--- src/rtl/shannon_code_builder_top_assert.svh ---
// Assertion macros shared by the Shannon code builder RTL.
`ifndef SHANNON_CODE_BUILDER_TOP_ASSERT_SVH
`define SHANNON_CODE_BUILDER_TOP_ASSERT_SVH
`ifndef NO_ASSERTIONS
// Clocked property, switched off while reset is asserted.
`define SCB_ASSERT(lbl, clk, rstn, prop, msg) \
  lbl: assert property (@(posedge clk) disable iff (!rstn) prop) else $error(msg);
// Clocked property, checked during reset as well.
`define SCB_ASSERT_ALWAYS(lbl, clk, prop, msg) \
  lbl: assert property (@(posedge clk) prop) else $error(msg);
`else
`define SCB_ASSERT(lbl, clk, rstn, prop, msg)
`define SCB_ASSERT_ALWAYS(lbl, clk, prop, msg)
`endif
`endif

--- src/rtl/scb_pkg.sv ---
// Package with constants, types and the control store of the Shannon code builder.
package scb_pkg;

  localparam int unsigned MAX_SYMBOLS_DEF    = 64;
  localparam int unsigned PROB_FRAC_BITS_DEF = 16;

  localparam int unsigned STATUS_W = 2;
  localparam logic [STATUS_W-1:0] STATUS_OK    = 2'd0;
  localparam logic [STATUS_W-1:0] STATUS_SUM   = 2'd1;
  localparam logic [STATUS_W-1:0] STATUS_ZERO  = 2'd2;
  localparam logic [STATUS_W-1:0] STATUS_COUNT = 2'd3;

  localparam int unsigned STEP_W = 3;

  // Program steps of the sequencer.
  typedef enum logic [STEP_W-1:0] {
    ST_LOAD, ST_CHECK, ST_SINIT, ST_RD, ST_CMP, ST_EMIT, ST_END, ST_ERR
  } step_e;

  // What a step waits for before it advances.
  typedef enum logic [1:0] {
    W_NONE, W_LAST, W_OUT
  } wait_e;

  // Jump conditions, tested once the step advances.
  typedef enum logic [2:0] {
    C_NEVER, C_ALWAYS, C_ERROR, C_MORE, C_MORE_OUT
  } cond_e;

  typedef struct packed {
    logic  in_ready;
    logic  scan_init;
    logic  cmp;
    logic  emit_ok;
    logic  emit_err;
    logic  clear;
    wait_e wt;
    cond_e cond;
    step_e target;
  } ucode_t;

  // Control store: one control word per step.
  function automatic ucode_t ucode_rom(input step_e pc);
    ucode_t uc;
    uc = '0;
    uc.wt     = W_NONE;
    uc.cond   = C_NEVER;
    uc.target = ST_LOAD;
    unique case (pc)
      ST_LOAD: begin
        uc.in_ready = 1'b1;
        uc.wt       = W_LAST;
      end
      ST_CHECK: begin
        uc.cond   = C_ERROR;
        uc.target = ST_ERR;
      end
      ST_SINIT: begin
        uc.scan_init = 1'b1;
      end
      ST_RD: begin
        uc.cond = C_NEVER;
      end
      ST_CMP: begin
        uc.cmp    = 1'b1;
        uc.cond   = C_MORE;
        uc.target = ST_RD;
      end
      ST_EMIT: begin
        uc.wt      = W_OUT;
        uc.emit_ok = 1'b1;
        uc.cond    = C_MORE_OUT;
        uc.target  = ST_SINIT;
      end
      ST_END: begin
        uc.clear  = 1'b1;
        uc.cond   = C_ALWAYS;
        uc.target = ST_LOAD;
      end
      ST_ERR: begin
        uc.wt       = W_OUT;
        uc.emit_err = 1'b1;
        uc.clear    = 1'b1;
        uc.cond     = C_ALWAYS;
        uc.target   = ST_LOAD;
      end
    endcase
    return uc;
  endfunction

endpackage

--- src/rtl/scb_ram.sv ---
// Generic single-write, single-read RAM with a registered read port.
module scb_ram #(
  parameter int unsigned WIDTH = 17,
  parameter int unsigned DEPTH = 64
) (
  input  logic                     clk_i,
  input  logic                     we_i,
  input  logic [$clog2(DEPTH)-1:0] waddr_i,
  input  logic [WIDTH-1:0]         wdata_i,
  input  logic [$clog2(DEPTH)-1:0] raddr_i,
  output logic [WIDTH-1:0]         rdata_o
);

  logic [WIDTH-1:0] mem_q [DEPTH];
  logic [WIDTH-1:0] rdata_q;

  always_ff @(posedge clk_i) begin
    if (we_i) begin
      mem_q[waddr_i] <= wdata_i;
    end
    rdata_q <= mem_q[raddr_i];
  end

  assign rdata_o = rdata_q;

endmodule

--- src/rtl/shannon_code_builder_top.sv ---
// Top level of the Shannon code builder: loader, microcoded sequencer and output register.

// The block takes a set of symbol probabilities (unsigned fixed point with
// PROB_FRAC_BITS fraction bits, so 1 << PROB_FRAC_BITS means one) as beats on
// the slave stream, tlast marking the final probability of the set. Loading
// runs at one beat per cycle. After the last beat the set is checked: the
// probabilities must sum to exactly one, none may be zero and there may be at
// most MAX_SYMBOLS of them. A failed check gives a single error beat (status
// 3 too many symbols, else 2 zero probability, else 1 sum not one). A good
// set of n symbols gives n beats in descending order of probability, each
// carrying the probability, its Shannon code length and its codeword (the top
// code_length bits of the exclusive cumulative sum). For each beat a selection
// pass reads every stored probability once through the single read port of
// the symbol RAM, two steps of the program per entry, to pick the largest
// remaining one, which is then zeroed in the RAM as the beat is registered;
// the beat waits while the master side stalls. A step that clears the set
// directly follows the step that registers the final good result. The slave
// side is closed from the last beat of a set until its program ends, which
// is right after the error beat is registered or after that clearing step;
// the next set may load while the last result still waits on the master side.
`include "shannon_code_builder_top_assert.svh"

module shannon_code_builder_top #(
  parameter int unsigned MAX_SYMBOLS    = scb_pkg::MAX_SYMBOLS_DEF,
  parameter int unsigned PROB_FRAC_BITS = scb_pkg::PROB_FRAC_BITS_DEF
) (
  input  logic clk_i,
  input  logic rst_ni,
  // Slave stream: probabilities.
  input  logic                                       s_axis_tvalid_i,
  output logic                                       s_axis_tready_o,
  // tdata: probability [PROB_FRAC_BITS:0], zero padding above.
  input  logic [((PROB_FRAC_BITS+8)/8)*8-1:0]        s_axis_tdata_i,
  input  logic                                       s_axis_tlast_i,
  // Master stream: code table entries.
  output logic                                       m_axis_tvalid_o,
  input  logic                                       m_axis_tready_i,
  // tdata: sorted_probability, code_length, codeword, zero padding above.
  output logic [((2*PROB_FRAC_BITS+1+$clog2(PROB_FRAC_BITS+1)+7)/8)*8-1:0]
                                                     m_axis_tdata_o,
  // tuser: status.
  output logic [scb_pkg::STATUS_W-1:0]               m_axis_tuser_o,
  output logic                                       m_axis_tlast_o
);

  import scb_pkg::*;

  localparam int unsigned PW     = PROB_FRAC_BITS + 1;
  localparam int unsigned LW     = $clog2(PROB_FRAC_BITS + 1);
  localparam int unsigned AW     = $clog2(MAX_SYMBOLS);
  localparam int unsigned CW     = $clog2(MAX_SYMBOLS + 1);
  localparam int unsigned TW     = PW + AW;
  localparam int unsigned OUT_FW = PW + LW + PROB_FRAC_BITS;

  localparam logic [TW-1:0] ONE = TW'(1) << PROB_FRAC_BITS;

  // Sequencer and set state.
  step_e              pc_q, pc_d;
  logic [CW-1:0]      cnt_q, cnt_d;
  logic [TW-1:0]      total_q, total_d;
  logic [STATUS_W-1:0] err_q, err_d;
  logic [PW-1:0]      cum_q, cum_d;
  logic [CW-1:0]      k_q, k_d;
  logic               m_valid_q, m_valid_d;

  // Scan and output payload.
  logic [AW-1:0]       idx_q;
  logic [PW-1:0]       best_val_q;
  logic [AW-1:0]       best_idx_q;
  logic [PW-1:0]       out_prob_q;
  logic [LW-1:0]       out_len_q;
  logic [PW-2:0]       out_cw_q;
  logic [STATUS_W-1:0] out_status_q;
  logic                out_last_q;

  ucode_t             uc;
  logic               in_fire;
  logic               out_free;
  logic               go;
  logic               cond_true;
  logic               room;
  logic [PW-1:0]      in_prob;
  logic               set_bad;
  logic               scan_more;
  logic               emit_last;
  logic [STATUS_W-1:0] err_status;
  logic [LW-1:0]      msb;
  logic [LW-1:0]      code_len;
  logic [PW-1:0]      cum_shift;

  logic               ram_we;
  logic [AW-1:0]      ram_waddr;
  logic [PW-1:0]      ram_wdata;
  logic [PW-1:0]      ram_rdata;

  assign uc       = ucode_rom(pc_q);
  assign in_prob  = s_axis_tdata_i[PW-1:0];
  assign in_fire  = s_axis_tvalid_i && uc.in_ready;
  assign out_free = !m_valid_q || m_axis_tready_i;
  assign room     = cnt_q < CW'(MAX_SYMBOLS);

  assign set_bad    = (err_q != STATUS_OK) || (total_q != ONE);
  assign err_status = (err_q != STATUS_OK) ? err_q : STATUS_SUM;
  assign scan_more  = (CW'(idx_q) + CW'(1)) < cnt_q;
  assign emit_last  = (k_q + CW'(1)) == cnt_q;

  // Index of the leading one of the selected probability. The code length is
  // the fraction width minus that index, and the codeword is the cumulative
  // sum shifted right by the same index.
  always_comb begin
    msb = '0;
    for (int i = 0; i < PW; i++) begin
      if (best_val_q[i]) begin
        msb = LW'(i);
      end
    end
  end

  assign code_len  = (msb < LW'(PROB_FRAC_BITS)) ? LW'(PROB_FRAC_BITS) - msb : '0;
  assign cum_shift = cum_q >> msb;

  always_comb begin
    unique case (uc.wt)
      W_NONE: go = 1'b1;
      W_LAST: go = in_fire && s_axis_tlast_i;
      W_OUT:  go = out_free;
      default: go = 1'b0;
    endcase
  end

  always_comb begin
    unique case (uc.cond)
      C_NEVER:    cond_true = 1'b0;
      C_ALWAYS:   cond_true = 1'b1;
      C_ERROR:    cond_true = set_bad;
      C_MORE:     cond_true = scan_more;
      C_MORE_OUT: cond_true = !emit_last;
      default:    cond_true = 1'b0;
    endcase
  end

  // Symbol RAM: written while loading, and zeroed at the selected entry on
  // each emitted result so that the next pass skips it.
  assign ram_we    = (in_fire && room) || (uc.emit_ok && go);
  assign ram_waddr = uc.emit_ok ? best_idx_q : cnt_q[AW-1:0];
  assign ram_wdata = uc.emit_ok ? '0 : in_prob;

  scb_ram #(
    .WIDTH (PW),
    .DEPTH (MAX_SYMBOLS)
  ) u_prob_ram (
    .clk_i   (clk_i),
    .we_i    (ram_we),
    .waddr_i (ram_waddr),
    .wdata_i (ram_wdata),
    .raddr_i (idx_q),
    .rdata_o (ram_rdata)
  );

  always_comb begin
    pc_d      = pc_q;
    cnt_d     = cnt_q;
    total_d   = total_q;
    err_d     = err_q;
    cum_d     = cum_q;
    k_d       = k_q;
    m_valid_d = m_valid_q;

    if (go) begin
      pc_d = cond_true ? uc.target : step_e'(pc_q + STEP_W'(1));
    end

    if (in_fire) begin
      total_d = total_q + TW'(in_prob);
      if ((in_prob == '0) && (err_q < STATUS_ZERO)) begin
        err_d = STATUS_ZERO;
      end
      if (room) begin
        cnt_d = cnt_q + CW'(1);
      end else begin
        err_d = STATUS_COUNT;
      end
    end

    if (m_axis_tready_i) begin
      m_valid_d = 1'b0;
    end

    if (uc.emit_ok && go) begin
      cum_d     = cum_q + best_val_q;
      k_d       = k_q + CW'(1);
      m_valid_d = 1'b1;
    end

    if (uc.emit_err && go) begin
      m_valid_d = 1'b1;
    end

    if (uc.clear && go) begin
      cnt_d   = '0;
      total_d = '0;
      err_d   = STATUS_OK;
      cum_d   = '0;
      k_d     = '0;
    end
  end

  always_ff @(posedge clk_i or negedge rst_ni) begin
    if (!rst_ni) begin
      pc_q      <= ST_LOAD;
      cnt_q     <= '0;
      total_q   <= '0;
      err_q     <= STATUS_OK;
      cum_q     <= '0;
      k_q       <= '0;
      m_valid_q <= 1'b0;
    end else begin
      pc_q      <= pc_d;
      cnt_q     <= cnt_d;
      total_q   <= total_d;
      err_q     <= err_d;
      cum_q     <= cum_d;
      k_q       <= k_d;
      m_valid_q <= m_valid_d;
    end
  end

  // Scan registers and output payload.
  always_ff @(posedge clk_i) begin
    if (uc.scan_init) begin
      idx_q      <= '0;
      best_val_q <= '0;
      best_idx_q <= '0;
    end
    if (uc.cmp) begin
      if (ram_rdata > best_val_q) begin
        best_val_q <= ram_rdata;
        best_idx_q <= idx_q;
      end
      idx_q <= idx_q + AW'(1);
    end
    if (uc.emit_ok && go) begin
      out_prob_q   <= best_val_q;
      out_len_q    <= code_len;
      out_cw_q     <= cum_shift[PW-2:0];
      out_status_q <= STATUS_OK;
      out_last_q   <= emit_last;
    end
    if (uc.emit_err && go) begin
      out_prob_q   <= '0;
      out_len_q    <= '0;
      out_cw_q     <= '0;
      out_status_q <= err_status;
      out_last_q   <= 1'b1;
    end
  end

  assign s_axis_tready_o = uc.in_ready;
  assign m_axis_tvalid_o = m_valid_q;
  assign m_axis_tuser_o  = out_status_q;
  assign m_axis_tlast_o  = out_last_q;

  always_comb begin
    m_axis_tdata_o                           = '0;
    m_axis_tdata_o[PW-1:0]                   = out_prob_q;
    m_axis_tdata_o[PW+LW-1:PW]               = out_len_q;
    m_axis_tdata_o[OUT_FW-1:PW+LW]           = out_cw_q;
  end

  `SCB_ASSERT(a_cnt_range, clk_i, rst_ni, cnt_q <= CW'(MAX_SYMBOLS), "symbol count beyond capacity")
  `SCB_ASSERT(a_emit_count, clk_i, rst_ni, k_q <= cnt_q, "more results than stored symbols")
  `SCB_ASSERT(a_sel_index, clk_i, rst_ni, (pc_q == ST_EMIT) |-> (CW'(best_idx_q) < cnt_q), "selected entry outside the set")
  `SCB_ASSERT(a_ok_nonzero, clk_i, rst_ni, (m_valid_q && (out_status_q == STATUS_OK)) |-> (out_prob_q != '0), "good result with zero probability")
  `SCB_ASSERT_ALWAYS(a_rst_quiet, clk_i, !rst_ni |=> !m_axis_tvalid_o, "result valid after reset")

endmodule
--- config.mk ---
export PLATFORM = sky130hd
export DESIGN_NAME = shannon_code_builder_top
export DESIGN_NICKNAME = d
export VERILOG_FILES = /design/src/rtl/scb_pkg.sv /design/src/rtl/scb_ram.sv /design/src/rtl/shannon_code_builder_top.sv
export VERILOG_INCLUDE_DIRS = /design/src /design/src/rtl
export SDC_FILE = /design/constraint.sdc
export NUM_CORES = 1
export LEC_CHECK = 0
export ABC_AREA = 1
export BUFFER_PORTS_ARGS = -buffer_cell sky130_fd_sc_hd__buf_2
export CAP_MARGIN = 20
export CELL_PAD_IN_SITES_DETAIL_PLACEMENT = 1
export CELL_PAD_IN_SITES_GLOBAL_PLACEMENT = 2
export CORE_UTILIZATION = 49
export CTS_BUF_LIST = sky130_fd_sc_hd__clkbuf_8
export CTS_CLUSTER_SIZE = 12
export DETAILED_ROUTE_END_ITERATION = 8
export HOLD_SLACK_MARGIN = 0.05
export PLACE_DENSITY = 0.89
export SYNTH_ARGS = -nofsm -noshare
export SYNTH_HDL_FRONTEND = slang
export SYNTH_SLANG_ARGS = --single-unit
--- constraint.sdc ---
create_clock -name clk_i -period 8.7 [get_ports clk_i]
set_input_delay 0.435 -clock clk_i [delete_from_list [all_inputs] [get_ports clk_i]]
set_output_delay 0.435 -clock clk_i [all_outputs]
set_load 0.005 [all_outputs]
; Word level (Yosys, flattened, before mapping)
; Memory sizes are Yosys's and may differ from the RTL's. A register that Yosys moved wholly into a read port is not among the register bits.
; Index checks and enable logic that the tools add are counted.
; W data, S select, Z words.
[op_classes]
add_sub_neg = 8
n_lt_le_gt_ge = 5
eq_ne = 15
shifts = 1
n_mux = 60
reduce_logical = 26
[op_table]
columns = op, count
row1 = $mux W17, 6
row2 = $mux W5, 16
row3 = $mux W23, 2
row4 = $mux W6, 6
row5 = $mux W7, 5
row6 = $add A23 B17 Y23, 1
row7 = $ne A23 B17 Y1 const B, 1
row8 = $add A17 B17 Y17, 1
row9 = $gt A17 B17 Y1, 1
row10 = $logic_not A17 Y1, 1
row11 = $shr A17 B5 Y16, 1
row12 = $eq A3 B3 Y1 const B, 5
row13 = $add A7 B1 Y7 const B, 2
row14 = $mux W2, 7
row15 = $mux W1, 12
row16 = $pmux W3 S4, 1
row17 = $reduce_bool A2 Y1, 6
row18 = $eq A3 B2 Y1 const B, 3
row19 = $pmux W3 S3, 1
row20 = $add A6 B1 Y7 const B, 1
row21 = $eq A7 B7 Y1, 1
row22 = $logic_and A1 B1 Y1, 7
row23 = $lt A7 B7 Y1, 1
row24 = $lt A7 B7 Y1 const B, 1
row25 = 20 further kinds, 26
[totals]
reg_bits = 130
ram_bits = 1088
input_bits = 29
out_inout_bits = 45
elab_cells = 131
n_memories = 1
[memory_table]
columns = memory, depth, width, read_ports, rd_ports_with_merged_regs, wr, line_no
row1 = u_prob_ram.mem_q, 64, 17, 1, 1, 1, scb_ram.sv:14  ; logic [WIDTH-1:0] mem_q [DEPTH];

; Depth between registers and ports, before layout
[depth]
ltp_word = 18
ltp_mapped = 25
mapped_depth_nobuf = 24

; Modules after synthesis
; From an unflattened synthesis, not the netlist that was laid out.
[hier_totals]
cells_unflattened = 4887
area_unflattened_um2 = 52793.1
[by_module_without_submodules]
columns = mod, n_inst, cells_per_inst, area_per_inst_um2, seq_area_each_um2
row1 = scb_ram, 1, 3731, 44445.1, 33011.7
row2 = shannon_code_builder_top, 1, 1156, 8348.0, 2982.9

; Worst setup path before layout
; Ideal clock, no wire load.
[synth_path]
path_kind = register to register
from = register pc_q[1]
to = memory u_prob_ram.mem_q[40][0] (enable)
setup_ps = 435
t_arrival_ps = 3686
required_time_ps = 8265
path_slack_ps = 4580
stages_incl_launch_ff = 16
n_path_buf = 1
synth_period_minus_slack_ps = 4120
path_cell_list = dfrtp_1 -> inv_1 -> ha_1 -> nand2_2 -> clkinv_2 -> nor2_4 -> nor3_4 -> inv_2 -> nand3_2 -> o21ai_4 -> nor2_8 -> inv_2 -> buf_4 -> nand2_4 -> nand3_1 -> nor4_1
[synth_between]
elab_chain_cells = 9
elab_cells_between_ends = 19
cone_classes = 4 x eq/ne / 7 x mux / 8 x reduce/logical
[synth_rtl]
columns = element, line_no
row1 = start: declaration, shannon_code_builder_top.sv:58  ; step_e pc_q, pc_d;
row2 = start signal: assignment, shannon_code_builder_top.sv:218  ; pc_q <= pc_d;
row3 = $eq A3 B3 Y1 or $logic_not A3 Y1 (tied branches), scb_pkg.sv:49  ; unique case (pc)
row4 = $reduce_or A2 Y1 (no line) or $mux W1 (tied branches), --
row5 = $pmux W2 S2 or $logic_and A1 B1 Y1 (tied branches), "scb_pkg.sv:49, shannon_code_builder_top.sv:98"
row6 = $eq A2 B2 Y1 (tied with other cells), shannon_code_builder_top.sv:123  ; unique case (uc.wt)
row7 = $pmux W1 S3, shannon_code_builder_top.sv:123
row8 = $logic_and A1 B1 Y1, shannon_code_builder_top.sv:144  ; assign ram_we = (in_fire && room) || (uc.emit_ok && go);
row9 = $logic_or A1 B1 Y1, shannon_code_builder_top.sv:144
row10 = $mux W1, scb_ram.sv:18  ; if (we_i) begin
row11 = $mux W1 (implied by the code), scb_ram.sv:19  ; mem_q[waddr_i] <= wdata_i;
row12 = end: declaration, scb_ram.sv:14
; Several ways; a longest one is shown, not always the timed one.

; Final worst setup path
[layout_path]
from = register pc_q[1]
to = memory u_prob_ram.mem_q[63][8] (enable)
; Same word-level chain as after synthesis.

==> metrics <==
status finished clean; Layout Utilization 55.1%; Pleak 19.9 nW; HPWL after DPL 89.7 mm; CTS max path bufs 3; H-tree levels 4; critical path type flip-flop to flip-flop; FP Rows 118; share of cells above drive strength 1 10.4%; FFs w/ async S/R, synth 4.86%; CP Cell Sequence inv_1, ha_1, nand2_2, clkinv_2, nor2_4, nor3_4, inv_2, nand3_2, o21ai_4, nor2_8, inv_2, nand2_4, nand4_1, nor2_1, buf_4; die width 325 µm; Filler cells 10673; Post-synth EDFFs 1096; largest cells by area after synthesis edfxtp_1 (64%), o21ai_0 (7.6%), nor2_1 (6.5%), o22ai_1 (4.4%), dfxtp_1 (3.1%); via count 36376; # setup viols final 0; share of the synthesized area in the top cell type 64.3%; reg2reg setup slack 2.74 ns; number of buffers created by CTS 199; setup_tns 0 ns; HP Class primary input to flip-flop; Post-Synthesis Cells 4375; fin. max-slew vios 0; Hold Slack 0.0996 ns; fin crit share 68.5%; Core Box Area 103000 µm²; dominant synthesized flop cell edfxtp_1; Most common cell on crit path inv_2; GP Congestion 0.847; pwr dens 354 nW/µm²; arrival time at the worst endpoint 6.56 ns; Yosys top cell by area edfxtp_1; ANT nets after route 0; die height 325 µm; vias per cell 6.04; slowest stage cell, crit path nor2_1; # IOs 74; Layout Nets 4577; Avg Cell Area, Syn 11.7 µm²; GRT overflow 0; DP Area 53200 µm²; iteration count of the initial detailed-routing pass 7; antenna violations before repair 4; fin area 57000 µm²; vias in the first global route 37612; Worst-Skew Late Latency 0.91 ns; CP Capture Type flip-flop; final hold violations 0; DRT Wirelength 154 mm; Max VDD drop 0.000257 V; Clock transition at path regs 0.06 ns; Yosys cell types 55; CTS tree done; Fmax 168 MHz; Seq/Total Area, Yosys 70.4%; skew final 0.0412 ns; GRT Util Overall 29.1%; Worst Max-Slew Pin Slew 1.29 ns; CTS sink count 1235; #FFs+latches synth 1235; largest net degree at the start of global routing 197; port buffer count 64; setup bufs post-CTS 0; cts repair resizes 0; 1st-iter DRT viols 3719; Tmin final 5.96 ns; DIE AREA 106000 µm²; Root Buffer clkbuf_8; Initial Utilization 49.4%; Max stage delay on crit path 1.17 ns; Wirelength per Cell 25.6 µm; Synth warnings 0; first-pass GRT wire length 232 mm; area grow syn2layout 11.5%; Rel. slew slack 14.0%; CP required 9.29 ns; most frequent cell after synthesis edfxtp_1; RSZ-0062 raised after global routing no; drt drc 0; Max Cap Violations 0; hold_buf cts 8; startpoint types flip-flop; worst-path fanout max 34; synthesized area 51200 µm²; Commonest cells post-synth edfxtp_1 (1096), nor2_1 (882), o21ai_0 (779), o22ai_1 (361)
==> state kept, by name (all words and copies together), names as in the netlist <==
| name | flops |
|---|---|
| out_cw_q | 16 |
| k_q | 7 |
| pc_q | 3 |
| u_prob_ram.rdata_o | 17 |
| err_q | 2 |
| m_axis_tuser_o | 2 |
| out_len_q | 5 |
| out_prob_q | 17 |
| u_prob_ram.mem_q | 1088 |
| m_axis_tvalid_o | 1 |
| m_axis_tlast_o | 1 |
| best_val_q | 17 |
| cnt_q | 7 |
| best_idx_q | 6 |
| idx_q | 6 |
| cum_q | 17 |
| total_q | 23 |
==> area by class of cell <==
cell class | instances | area [µm²] | area share [%]
clock inverters | 146 | 779 | 1.37
clock buffers | 211 | 2900 | 5.09
flip-flops and latches | 1235 | 36000 | 63.1
well taps | 1380 | 1730 | 3.03
multi-input cells | 2699 | 13700 | 24.0
inverters | 173 | 668 | 1.17
repair buffers | 173 | 1280 | 2.25
diodes | 5 | 12.5 | 0.0219
==> worst max-delay path: cells and delay by family, from the launching register on <==
| kind | cells | cell delay [ns] |
|---|---|---|
| simple gates | 8 | 3.38 |
| flops | 1 | 0.40 |
| compound gates | 1 | 0.12 |
| fa+ha+maj | 1 | 0.25 |
| buf+inv | 5 | 1.51 |
==> kinds of logic after synthesis <==
group / synth area share (%)
buf+inv: 3.30
other cells: 0.00733
xor+xnor: 0.411
fa+ha+maj: 1.67
flops: 70.4
compound gates: 13.9
simple gates: 10.3
==> worst paths after layout <==
check / start / end / depth (start not counted)
max in group asynchronous: rst_ni / cum_q[7] / 3
worst max-delay path: pc_q[1] / u_prob_ram.mem_q[63][8] / 15
worst min-delay path: s_axis_tdata_i[15] / total_q[15] / 4
worst max register to register: pc_q[1] / u_prob_ram.mem_q[63][8] / 15
min in group asynchronous: rst_ni / total_q[6] / 3
worst min register to register: out_cw_q[4] / out_cw_q[4] / 2
==> power by group <==
group | switching, mW | internal, mW
logic | 6.02 | 2.13
registers | 0.262 | 7.09
clock network | 2.39 | 2.32
==> metal layers <==
| metal | track usage (%) | vias up | wire (µm) |
|---|---|---|---|
| met3 | 5.15 | 348 | 10100 |
| met5 | 0 | - | 37 |
| met4 | 13.5 | 6 | 6800 |
| met2 | 47.5 | 1359 | 73900 |
| li1 | - | 16213 | - |
| met1 | 37.8 | 18450 | 63300 |
==> metrics by stage <==
stage / instances / setup slack (ns) / power, mW
floorplan: 4376 / 4.58 / 12.4
global route: 6019 / 2.42 / 21.3
CTS: 6016 / 2.86 / 20.2
detailed placement: 5651 / 2.87 / 15.5
finish: 6022 / 2.74 / 20.2
global placement: 5651 / 3.00 / 15.3
==> layout by cell type (no fill, tap or decap), types with 4 or more instances in the layout <==
master | synthesis | layout
nand4_1 | 18 | 18
clkbuf_8 | 0 | 211
dlygate4sd3_1 | 0 | 8
o211ai_1 | 7 | 7
diode_2 | 0 | 5
a22o_1 | 5 | 5
a211oi_1 | 4 | 4
ha_1 | 65 | 65
clkinv_2 | 1 | 21
inv_8 | 0 | 4
o32ai_1 | 19 | 19
nor2_2 | 2 | 13
edfxtp_1 | 1096 | 1096
nor2_1 | 882 | 854
buf_12 | 0 | 10
o21ai_1 | 13 | 13
dfrtp_1 | 60 | 60
dfxtp_1 | 79 | 79
clkinv_1 | 3 | 56
xnor2_1 | 9 | 9
inv_12 | 0 | 4
a21oi_1 | 83 | 83
inv_2 | 13 | 14
inv_1 | 156 | 208
o22ai_1 | 361 | 361
nor3_1 | 18 | 14
buf_4 | 4 | 90
nor4_1 | 6 | 5
nor3_2 | 0 | 4
o21ai_0 | 779 | 779
nand2_1 | 244 | 244
nor2_4 | 5 | 22
nand3_1 | 127 | 127
buf_2 | 11 | 64
xor2_1 | 15 | 15
Power figures use the tool's default switching activity.
